File: src/sv/kss_pkg.sv
`timescale 1ns / 1ps
// Shared definitions for the shared-store stack block: sizes, pointer
// widths, codes, transaction types and pointer helper functions.
// No dependencies.
package kss_pkg;

    localparam int CAPACITY    = 16;
    localparam int STACK_COUNT = 4;

    localparam int PTR_W  = $clog2(CAPACITY + 1);
    localparam int ADDR_W = (CAPACITY > 1) ? $clog2(CAPACITY) : 1;
    localparam int SIDX_W = (STACK_COUNT > 1) ? $clog2(STACK_COUNT) : 1;

    localparam logic [PTR_W-1:0] NIL_PTR = PTR_W'(CAPACITY);

    localparam logic        REQ_PUSH = 1'b0;
    localparam logic        REQ_POP  = 1'b1;

    localparam logic [1:0]  ST_OK        = 2'd0;
    localparam logic [1:0]  ST_OVERFLOW  = 2'd1;
    localparam logic [1:0]  ST_UNDERFLOW = 2'd2;

    localparam logic signed [31:0] INT_MAX = 32'sh7FFF_FFFF;

    typedef struct packed {
        logic              req_type;
        logic [1:0]        stack_id;
        logic signed [31:0] push_value;
    } req_t;

    typedef struct packed {
        logic [1:0]        status;
        logic signed [31:0] pop_value;
    } rsp_t;

    typedef struct packed {
        logic load;
        logic check;
        logic commit;
    } cmd_t;

    typedef struct packed {
        logic fail;
    } stat_t;

    function automatic logic ptr_ok(logic [PTR_W-1:0] p);
        return p < NIL_PTR;
    endfunction

    function automatic logic [PTR_W-1:0] ptr_norm(logic [PTR_W-1:0] p);
        return (p < NIL_PTR) ? p : NIL_PTR;
    endfunction

    function automatic logic [SIDX_W-1:0] sid_index(logic [1:0] sid);
        logic [SIDX_W+1:0] ext;
        ext = (SIDX_W + 2)'(sid);
        return ext[SIDX_W-1:0];
    endfunction

    function automatic logic sid_bad(logic [1:0] sid);
        return 32'(sid) >= STACK_COUNT;
    endfunction

endpackage

File: src/sv/kss_ram.sv
`timescale 1ns / 1ps
// Generic single-write, single-read RAM with registered read data.
// No dependencies.
module kss_ram #(
    parameter int WIDTH = 8,
    parameter int DEPTH = 16
) (
    input  logic                                     clk,
    input  logic                                     we,
    input  logic [((DEPTH > 1) ? $clog2(DEPTH) : 1)-1:0] waddr,
    input  logic [WIDTH-1:0]                         wdata,
    input  logic [((DEPTH > 1) ? $clog2(DEPTH) : 1)-1:0] raddr,
    output logic [WIDTH-1:0]                         rdata
);

    logic [WIDTH-1:0] mem [DEPTH];
    logic [WIDTH-1:0] rdata_reg;

    always_ff @(posedge clk)
    begin
        if (we)
        begin
            mem[waddr] <= wdata;
        end
        rdata_reg <= mem[raddr];
    end

    assign rdata = rdata_reg;

endmodule

File: src/sv/kss_ctrl.sv
`timescale 1ns / 1ps
// Sequencer for the shared-store stack block: handshakes and datapath steps.
// Depends on kss_pkg.
module kss_ctrl (
    input  logic          clk,
    input  logic          rst_n,
    input  logic          req_valid,
    output logic          req_stall,
    output logic          rsp_valid,
    input  logic          rsp_stall,
    output kss_pkg::cmd_t cmd,
    input  kss_pkg::stat_t stat
);
    import kss_pkg::*;

    typedef enum logic [1:0] {
        S_IDLE,
        S_TOP,
        S_LINK,
        S_RESP
    } state_t;

    state_t state_reg;
    state_t state_next;

    always_comb
    begin
        state_next = state_reg;
        case (state_reg)
            S_IDLE:
            begin
                if (req_valid)
                begin
                    state_next = S_TOP;
                end
            end
            S_TOP:
            begin
                state_next = stat.fail ? S_RESP : S_LINK;
            end
            S_LINK:
            begin
                state_next = S_RESP;
            end
            S_RESP:
            begin
                if (!rsp_stall)
                begin
                    state_next = S_IDLE;
                end
            end
            default:
            begin
                state_next = S_IDLE;
            end
        endcase
    end

    always_ff @(posedge clk or negedge rst_n)
    begin
        if (!rst_n)
        begin
            state_reg <= S_IDLE;
        end
        else
        begin
            state_reg <= state_next;
        end
    end

    assign req_stall  = (state_reg != S_IDLE);
    assign rsp_valid  = (state_reg == S_RESP);
    assign cmd.load   = (state_reg == S_IDLE) && req_valid;
    assign cmd.check  = (state_reg == S_TOP);
    assign cmd.commit = (state_reg == S_LINK);

endmodule

File: src/sv/kss_dp.sv
`timescale 1ns / 1ps
// Datapath for the shared-store stack block: top pointers, free list,
// link and data stores, fill mark and result register.
// Depends on kss_pkg and kss_ram.
module kss_dp (
    input  logic           clk,
    input  logic           rst_n,
    input  kss_pkg::cmd_t  cmd,
    output kss_pkg::stat_t stat,
    input  kss_pkg::req_t  req,
    output kss_pkg::rsp_t  rsp
);
    import kss_pkg::*;

    req_t              req_reg;
    rsp_t              rsp_reg;
    logic [PTR_W-1:0]  top_reg;
    logic [PTR_W-1:0]  slot_reg;
    logic [PTR_W-1:0]  free_head_reg;
    logic [PTR_W-1:0]  fill_reg;
    logic [STACK_COUNT-1:0] top_valid_reg;

    logic [SIDX_W-1:0] sidx;
    logic              is_push;
    logic [PTR_W-1:0]  top_rdata;
    logic [PTR_W-1:0]  top_cur;
    logic [PTR_W-1:0]  slot_sel;
    logic [PTR_W-1:0]  link_rdata;
    logic [31:0]       data_rdata;
    logic              untouched;
    logic [PTR_W-1:0]  next_link;

    logic              top_we;
    logic [PTR_W-1:0]  top_wdata;
    logic              link_we;
    logic [PTR_W-1:0]  link_wdata;
    logic              data_we;

    assign sidx    = sid_index(req_reg.stack_id);
    assign is_push = (req_reg.req_type == REQ_PUSH);
    assign top_cur = top_valid_reg[sidx] ? ptr_norm(top_rdata) : NIL_PTR;
    assign slot_sel = is_push ? free_head_reg : top_cur;

    assign stat.fail = sid_bad(req_reg.stack_id)
                     || (is_push ? !ptr_ok(free_head_reg) : !ptr_ok(top_cur));

    // slots at or past the fill mark have never been written; their link is taken as the next slot
    assign untouched = (slot_reg >= fill_reg);
    assign next_link = untouched ? ptr_norm(slot_reg + PTR_W'(1)) : ptr_norm(link_rdata);

    assign top_we     = cmd.commit;
    assign top_wdata  = is_push ? slot_reg : next_link;
    assign link_we    = cmd.commit;
    assign link_wdata = is_push ? top_reg : free_head_reg;
    assign data_we    = cmd.commit && is_push;

    kss_ram #(
        .WIDTH (PTR_W),
        .DEPTH (STACK_COUNT)
    ) u_top_ram (
        .clk   (clk),
        .we    (top_we),
        .waddr (sidx),
        .wdata (top_wdata),
        .raddr (sid_index(req.stack_id)),
        .rdata (top_rdata)
    );

    kss_ram #(
        .WIDTH (PTR_W),
        .DEPTH (CAPACITY)
    ) u_link_ram (
        .clk   (clk),
        .we    (link_we),
        .waddr (slot_reg[ADDR_W-1:0]),
        .wdata (link_wdata),
        .raddr (slot_sel[ADDR_W-1:0]),
        .rdata (link_rdata)
    );

    kss_ram #(
        .WIDTH (32),
        .DEPTH (CAPACITY)
    ) u_data_ram (
        .clk   (clk),
        .we    (data_we),
        .waddr (slot_reg[ADDR_W-1:0]),
        .wdata (req_reg.push_value),
        .raddr (slot_sel[ADDR_W-1:0]),
        .rdata (data_rdata)
    );

    always_ff @(posedge clk)
    begin
        if (cmd.load)
        begin
            req_reg <= req;
        end
        if (cmd.check)
        begin
            top_reg  <= top_cur;
            slot_reg <= slot_sel;
            if (stat.fail)
            begin
                rsp_reg.status    <= is_push ? ST_OVERFLOW : ST_UNDERFLOW;
                rsp_reg.pop_value <= is_push ? 32'sd0 : INT_MAX;
            end
        end
        if (cmd.commit)
        begin
            rsp_reg.status    <= ST_OK;
            rsp_reg.pop_value <= is_push ? 32'sd0 : $signed(data_rdata);
        end
    end

    always_ff @(posedge clk or negedge rst_n)
    begin
        if (!rst_n)
        begin
            free_head_reg <= '0;
            fill_reg      <= '0;
            top_valid_reg <= '0;
        end
        else if (cmd.commit)
        begin
            top_valid_reg[sidx] <= 1'b1;
            if (is_push)
            begin
                free_head_reg <= next_link;
                if (untouched)
                begin
                    fill_reg <= fill_reg + PTR_W'(1);
                end
            end
            else
            begin
                free_head_reg <= slot_reg;
            end
        end
    end

    assign rsp = rsp_reg;

endmodule

File: src/sv/k_stacks_shared_array.sv
`timescale 1ns / 1ps
// Top level: several stacks sharing one slot store with a free list.
// Depends on kss_pkg, kss_ctrl, kss_dp (and kss_ram through kss_dp).
//
//  channel | valid     | stall     | payload
//  --------+-----------+-----------+-------------------------------------
//  request | req_valid | req_stall | req (req_type, stack_id, push_value)
//  result  | rsp_valid | rsp_stall | rsp (status, pop_value)
//
// A transaction offers its result after one registered read of the top-pointer
// store, then one of the link and data stores, then the update; on overflow or
// underflow it is offered straight after the top-pointer read. A new request is
// taken the cycle after the result leaves, so one transaction runs at a time.
// Reset empties all stacks at once; the datapath keeps a fill mark, so no
// clearing pass runs. The result waits in its register while rsp_stall holds.
module k_stacks_shared_array (
    input  logic          clk,
    input  logic          rst_n,
    input  logic          req_valid,
    output logic          req_stall,
    input  kss_pkg::req_t req,
    output logic          rsp_valid,
    input  logic          rsp_stall,
    output kss_pkg::rsp_t rsp
);
    import kss_pkg::*;

    cmd_t  cmd;
    stat_t stat;

    kss_ctrl u_ctrl (
        .clk       (clk),
        .rst_n     (rst_n),
        .req_valid (req_valid),
        .req_stall (req_stall),
        .rsp_valid (rsp_valid),
        .rsp_stall (rsp_stall),
        .cmd       (cmd),
        .stat      (stat)
    );

    kss_dp u_dp (
        .clk   (clk),
        .rst_n (rst_n),
        .cmd   (cmd),
        .stat  (stat),
        .req   (req),
        .rsp   (rsp)
    );

endmodule

File: config.mk
export PLATFORM = sky130hd
export DESIGN_NAME = k_stacks_shared_array
export DESIGN_NICKNAME = d
export VERILOG_FILES = /design/src/sv/kss_pkg.sv /design/src/sv/kss_ram.sv /design/src/sv/kss_ctrl.sv /design/src/sv/kss_dp.sv /design/src/sv/k_stacks_shared_array.sv
export SDC_FILE = /design/constraint.sdc
export NUM_CORES = 1
export LEC_CHECK = 0
export ABC_AREA = 0
export BUFFER_PORTS_ARGS = -buffer_cell sky130_fd_sc_hd__buf_2
export CORE_UTILIZATION = 30
export DETAILED_ROUTE_END_ITERATION = 10
export PLACE_DENSITY_LB_ADDON = 0.05
export REMOVE_ABC_BUFFERS = 1
export SYNTH_ARGS = -nofsm -noshare
export SYNTH_HDL_FRONTEND = slang
export SYNTH_HIERARCHICAL = 1
export SYNTH_SLANG_ARGS = --single-unit
File: constraint.sdc
create_clock -name clk -period 8.19 [get_ports clk]
set_input_delay 1.638 -clock clk [delete_from_list [all_inputs] [get_ports clk]]
set_output_delay 1.638 -clock clk [all_outputs]
set_load 0.005 [all_outputs]
==> metrics list <==
- The filler cells instantiated in the layout total 8495.
* Worst hold endpoint: u_dp/top_valid_reg[3]
- Number of global-route vias before repair: 14300
- Non-Filler Cell Area, Final: 0.0330 mm²
- Critical path launch point type: register
* Setup slack of the most critical reg-to-reg path: 4.40 ns
- Counting flops with an async set or reset pin after synthesis yields a share of 2.14%.
* Gate Count Post-Synth: 1335
* Routed via count: 13200
- The mapped netlist covers 0.0281 mm².
- Syn avg cell area: 21.0 µm²
- Once the floorplan was initialized, standard cells occupied 30.5% of the core.
- Post-CTS resize count: 0
- Via density per instance: 4.74
- Summed over all cells, the static leakage comes to 10.6 nW.
- Post-detailed-route count of antenna-violating nets: 0
- The final layout contains routed wiring with a total length of 72400 µm.
* Peak ir drop on the vdd network: 0.183 mV
- The die covers 0.0947 mm².
- Origin of the worst min-delay path: u_dp/top_valid_reg[3]
* Global routing's busiest layer: met2
- Source-to-sink clock delay at the later pin of the worst-skew pair: 0.64 ns
- Detailed-router iteration count before antenna repair: 5
* Number of endpoints with negative hold slack in the final report: 0
- The worst register-to-register path begins at u_dp/sidx[0].
- Synthesis inferred 749 register bits.
* Fmax achieved: 264 MHz
- Clock tree synthesis selected as its root buffer the cell sky130_fd_sc_hd__clkbuf_16.
* Number of I/O port buffers: 74
- Power density over the cells: 335 mW/mm²
- The critical path is of the register to register type.
- CTS tree: built
- Number of buffers added by the clock tree synthesis step: 87
- The max-slew violation count came to 0.
- GR Util All Layers: 15.6%
- Entering global routing, the biggest net connects 102 pins.
- After detailed routing, the average wire length per cell comes to 26.0 µm.
* Number of enable-type register cells in the synthesized netlist: 689
- Antenna violations before repair: 0
- In the routed design, unresolved DRC markers number 0.
* Status: finished clean
* Arrival time at the worst endpoint: 4.30 ns
* Non-Filler Instances: 2785
- Sequential cell area fraction in the yosys report: 78.3%
- Row generation in the floorplan step produced 111 rows.
- The worst setup path is captured at a register.
- The min-delay analysis places its worst path in the category register to register.
- Global routing used 21.5% of the available met1 tracks.
* Unique masters post-synth: 52
- Shortest period the worst path allows: 3.79 ns
- Clock-pin slew on the worst setup and hold paths: 0.05 ns
- The longest clock path from root to sink contains 3 buffers.
- The H-tree generated during clock tree synthesis spans 3 levels.
- For this run, the leading register cell type out of synthesis is sky130_fd_sc_hd__edfxtp_1.
- Number of warnings issued by yosys: 6
* Worst-Margin Slew: 1.03 ns
- DP Wirelength: 35900 µm
- Number of flip-flops under the largest register name: 512
- Count of boundary I/O pins: 75
- Routability-driven placement finished with a final weighted congestion of 0.692.
- # nets final: 1523
* Placeable core area: 0.0921 mm²
- The detailed router finished its first iteration with 876 violations.
* Largest fanout on the critical path: 101
* Gr ovfl total: 0
* Number of failing setup endpoints in the final timing report: 0
- Sink count of the clock tree: 749
- Global routing used 25.7% of the available met2 tracks.
- After detailed placement, the design holds a cell count of 2626.
* Worst hold path depth: 1
- Compared with the post-synthesis result, the final layout area differs by 17.5%.
- Setup repair after global routing left no endpoint under its margin.
- Total power for the finished layout comes to 11.1 mW.
- Measured against its own limit, the worst slew margin works out to 30.8%.
- The first global-routing pass estimated 105000 µm of wire.
- Post-layout worst setup margin: 4.40 ns
- Share of the clock period used by the worst path: 46.3%
* Placed cell area: 0.0301 mm²
- Registers take 0.0220 mm².
- Post-CTS timing repair inserted 0 buffers for setup.
* Max Clock Skew: 0.0251 ns
- The die is 308 µm tall.
- Measured in cells, the most critical reg-to-reg path has a length of 10.
- The floorplan step set the die width to 308 µm.
* Met3 usage in global routing: 2.29%
- Multi-input gate area: 0.00576 mm²
- Across the run, the number of max-cap violations was 0.
- For the worst setup path, the data required time is 8.70 ns.
- Hold buffer count at CTS: 0
- OpenSTA, run right after detailed placement, puts the worst setup slack at 4.28 ns.
* Worst reg2reg endpoint: u_dp/u_data_ram/rdata[10]
* Fraction of final layout cells sized beyond drive strength 1: 28.5%
* Antenna diode count: 0
## placed cells by master, fill, tap and decap left out, drive strengths merged, types with 2 or more instances in the layout
cell type,n
a311o,3
o21ai,13
dfxtp,44
and2,5
and3b,2
nand2b,8
buf,108
inv,53
nand3,19
clkinv,24
a31o,6
clkinvlp,2
a31oi,4
and3,4
mux4,154
xnor2,5
nor2b,10
xor2,2
edfxtp,689
or3b,2
a22oi,70
mux2,7
nor2,37
dfrtp,16
nand2,49
clkbuf,123
nand4,2
bufinv,7
a21oi,8
nor3,10
nand3b,4
ha,12
a21boi,31
nor3b,2
## logic make-up after synthesis
kind of cell / Yosys count / share of synthesized area, %
fa+ha+maj: 12 / 0.535
flops: 749 / 78.3
simple gates: 154 / 2.66
compound gates: 141 / 3.80
buf+inv: 110 / 1.76
mux: 162 / 12.7
xor+xnor: 7 / 0.219
## layout make-up
| class | instances | area share (%) |
|---|---|---|
| clock inverters | 36 | 1.12 |
| repair buffers | 108 | 1.97 |
| clock buffers | 123 | 7.54 |
| flip-flops and latches | 749 | 66.6 |
| well taps | 1243 | 4.72 |
| multi-input cells | 476 | 17.5 |
| inverters | 50 | 0.569 |
## report_power, final
part | leakage [nW] | internal (mW) | switching [mW] | total [mW]
clock network | 1.40 | 2.33 | 1.54 | 3.87
logic | 2.36 | 0.857 | 1.30 | 2.15
registers | 6.80 | 4.77 | 0.266 | 5.04
## worst max path at each step
| stage | slack [ns] | end | start |
|---|---|---|---|
| 2_1_floorplan | -6.35 | u_dp/slot_reg[0] | u_dp/req_reg[34] |
| 3_3_place_gp | 4.29 | u_dp/u_data_ram/rdata[9] | u_dp/sidx[0] |
| 3_5_place_dp | 4.28 | u_dp/u_data_ram/rdata[9] | u_dp/sidx[0] |
| 4_1_cts | 4.29 | u_dp/u_data_ram/rdata[9] | u_dp/sidx[0] |
| 5_1_grt | 4.15 | u_dp/u_data_ram/rdata[9] | u_dp/sidx[0] |
| 6_report | 4.40 | u_dp/u_data_ram/rdata[10] | u_dp/sidx[0] |
## per-layer routing
metal / wire (µm) / part of all wire (%)
met5: 0 / 0
met4: 1300 / 1.8
met3: 2450 / 3.4
met2: 35100 / 48
met1: 33600 / 46
## per-stage QoR
stage | TNS (ns) | utilization (%) | hold slack, ns
final | 0 | 35.8 | 0.476
after global routing | 0 | 35.8 | 0.490
after CTS | 0 | 35.8 | 0.475
after detailed placement | 0 | 32.7 | 0.463
after global placement | 0 | 32.7 | 0.448
after floorplan | -221.74 | - | 0.436
## Yosys cell counts, types with 5 or more instances
library cell / count / area (µm²)
sky130_fd_sc_hd__inv_1: 48 / 180
sky130_fd_sc_hd__a22oi_1: 69 / 518
sky130_fd_sc_hd__nor2_1: 36 / 135
sky130_fd_sc_hd__mux4_2: 154 / 3470
sky130_fd_sc_hd__nand2_1: 49 / 184
sky130_fd_sc_hd__ha_1: 12 / 150
sky130_fd_sc_hd__a21oi_1: 5 / 25.0
sky130_fd_sc_hd__clkbuf_1: 28 / 105
sky130_fd_sc_hd__nand2b_1: 8 / 50.1
sky130_fd_sc_hd__buf_1: 11 / 41.3
sky130_fd_sc_hd__dfrtp_1: 16 / 400
sky130_fd_sc_hd__mux2_2: 5 / 56.3
sky130_fd_sc_hd__buf_4: 12 / 90.1
sky130_fd_sc_hd__nor3_1: 10 / 50.1
sky130_fd_sc_hd__xnor2_1: 5 / 43.8
sky130_fd_sc_hd__nand3_1: 19 / 95.1
sky130_fd_sc_hd__dfxtp_1: 44 / 881
sky130_fd_sc_hd__buf_2: 5 / 25.0
sky130_fd_sc_hd__and2_1: 5 / 31.3
sky130_fd_sc_hd__edfxtp_1: 689 / 20700
sky130_fd_sc_hd__o21ai_1: 8 / 40.0
sky130_fd_sc_hd__nor2b_1: 8 / 50.1
sky130_fd_sc_hd__a21boi_0: 31 / 233
## critical path: stages (launching register included)
cell and delay, ns:
sky130_fd_sc_hd__edfxtp_1 0.49, sky130_fd_sc_hd__mux4_2 0.37, sky130_fd_sc_hd__nor2b_4 0.24, sky130_fd_sc_hd__and2_1 0.18
sky130_fd_sc_hd__nand2_1 0.10, sky130_fd_sc_hd__o21ai_4 0.11, sky130_fd_sc_hd__buf_4 0.69, sky130_fd_sc_hd__buf_12 0.60
sky130_fd_sc_hd__mux4_2 0.42, sky130_fd_sc_hd__a22oi_1 0.25, sky130_fd_sc_hd__nand2_1 0.08
Note: power is estimated with default switching activity, not from simulation.
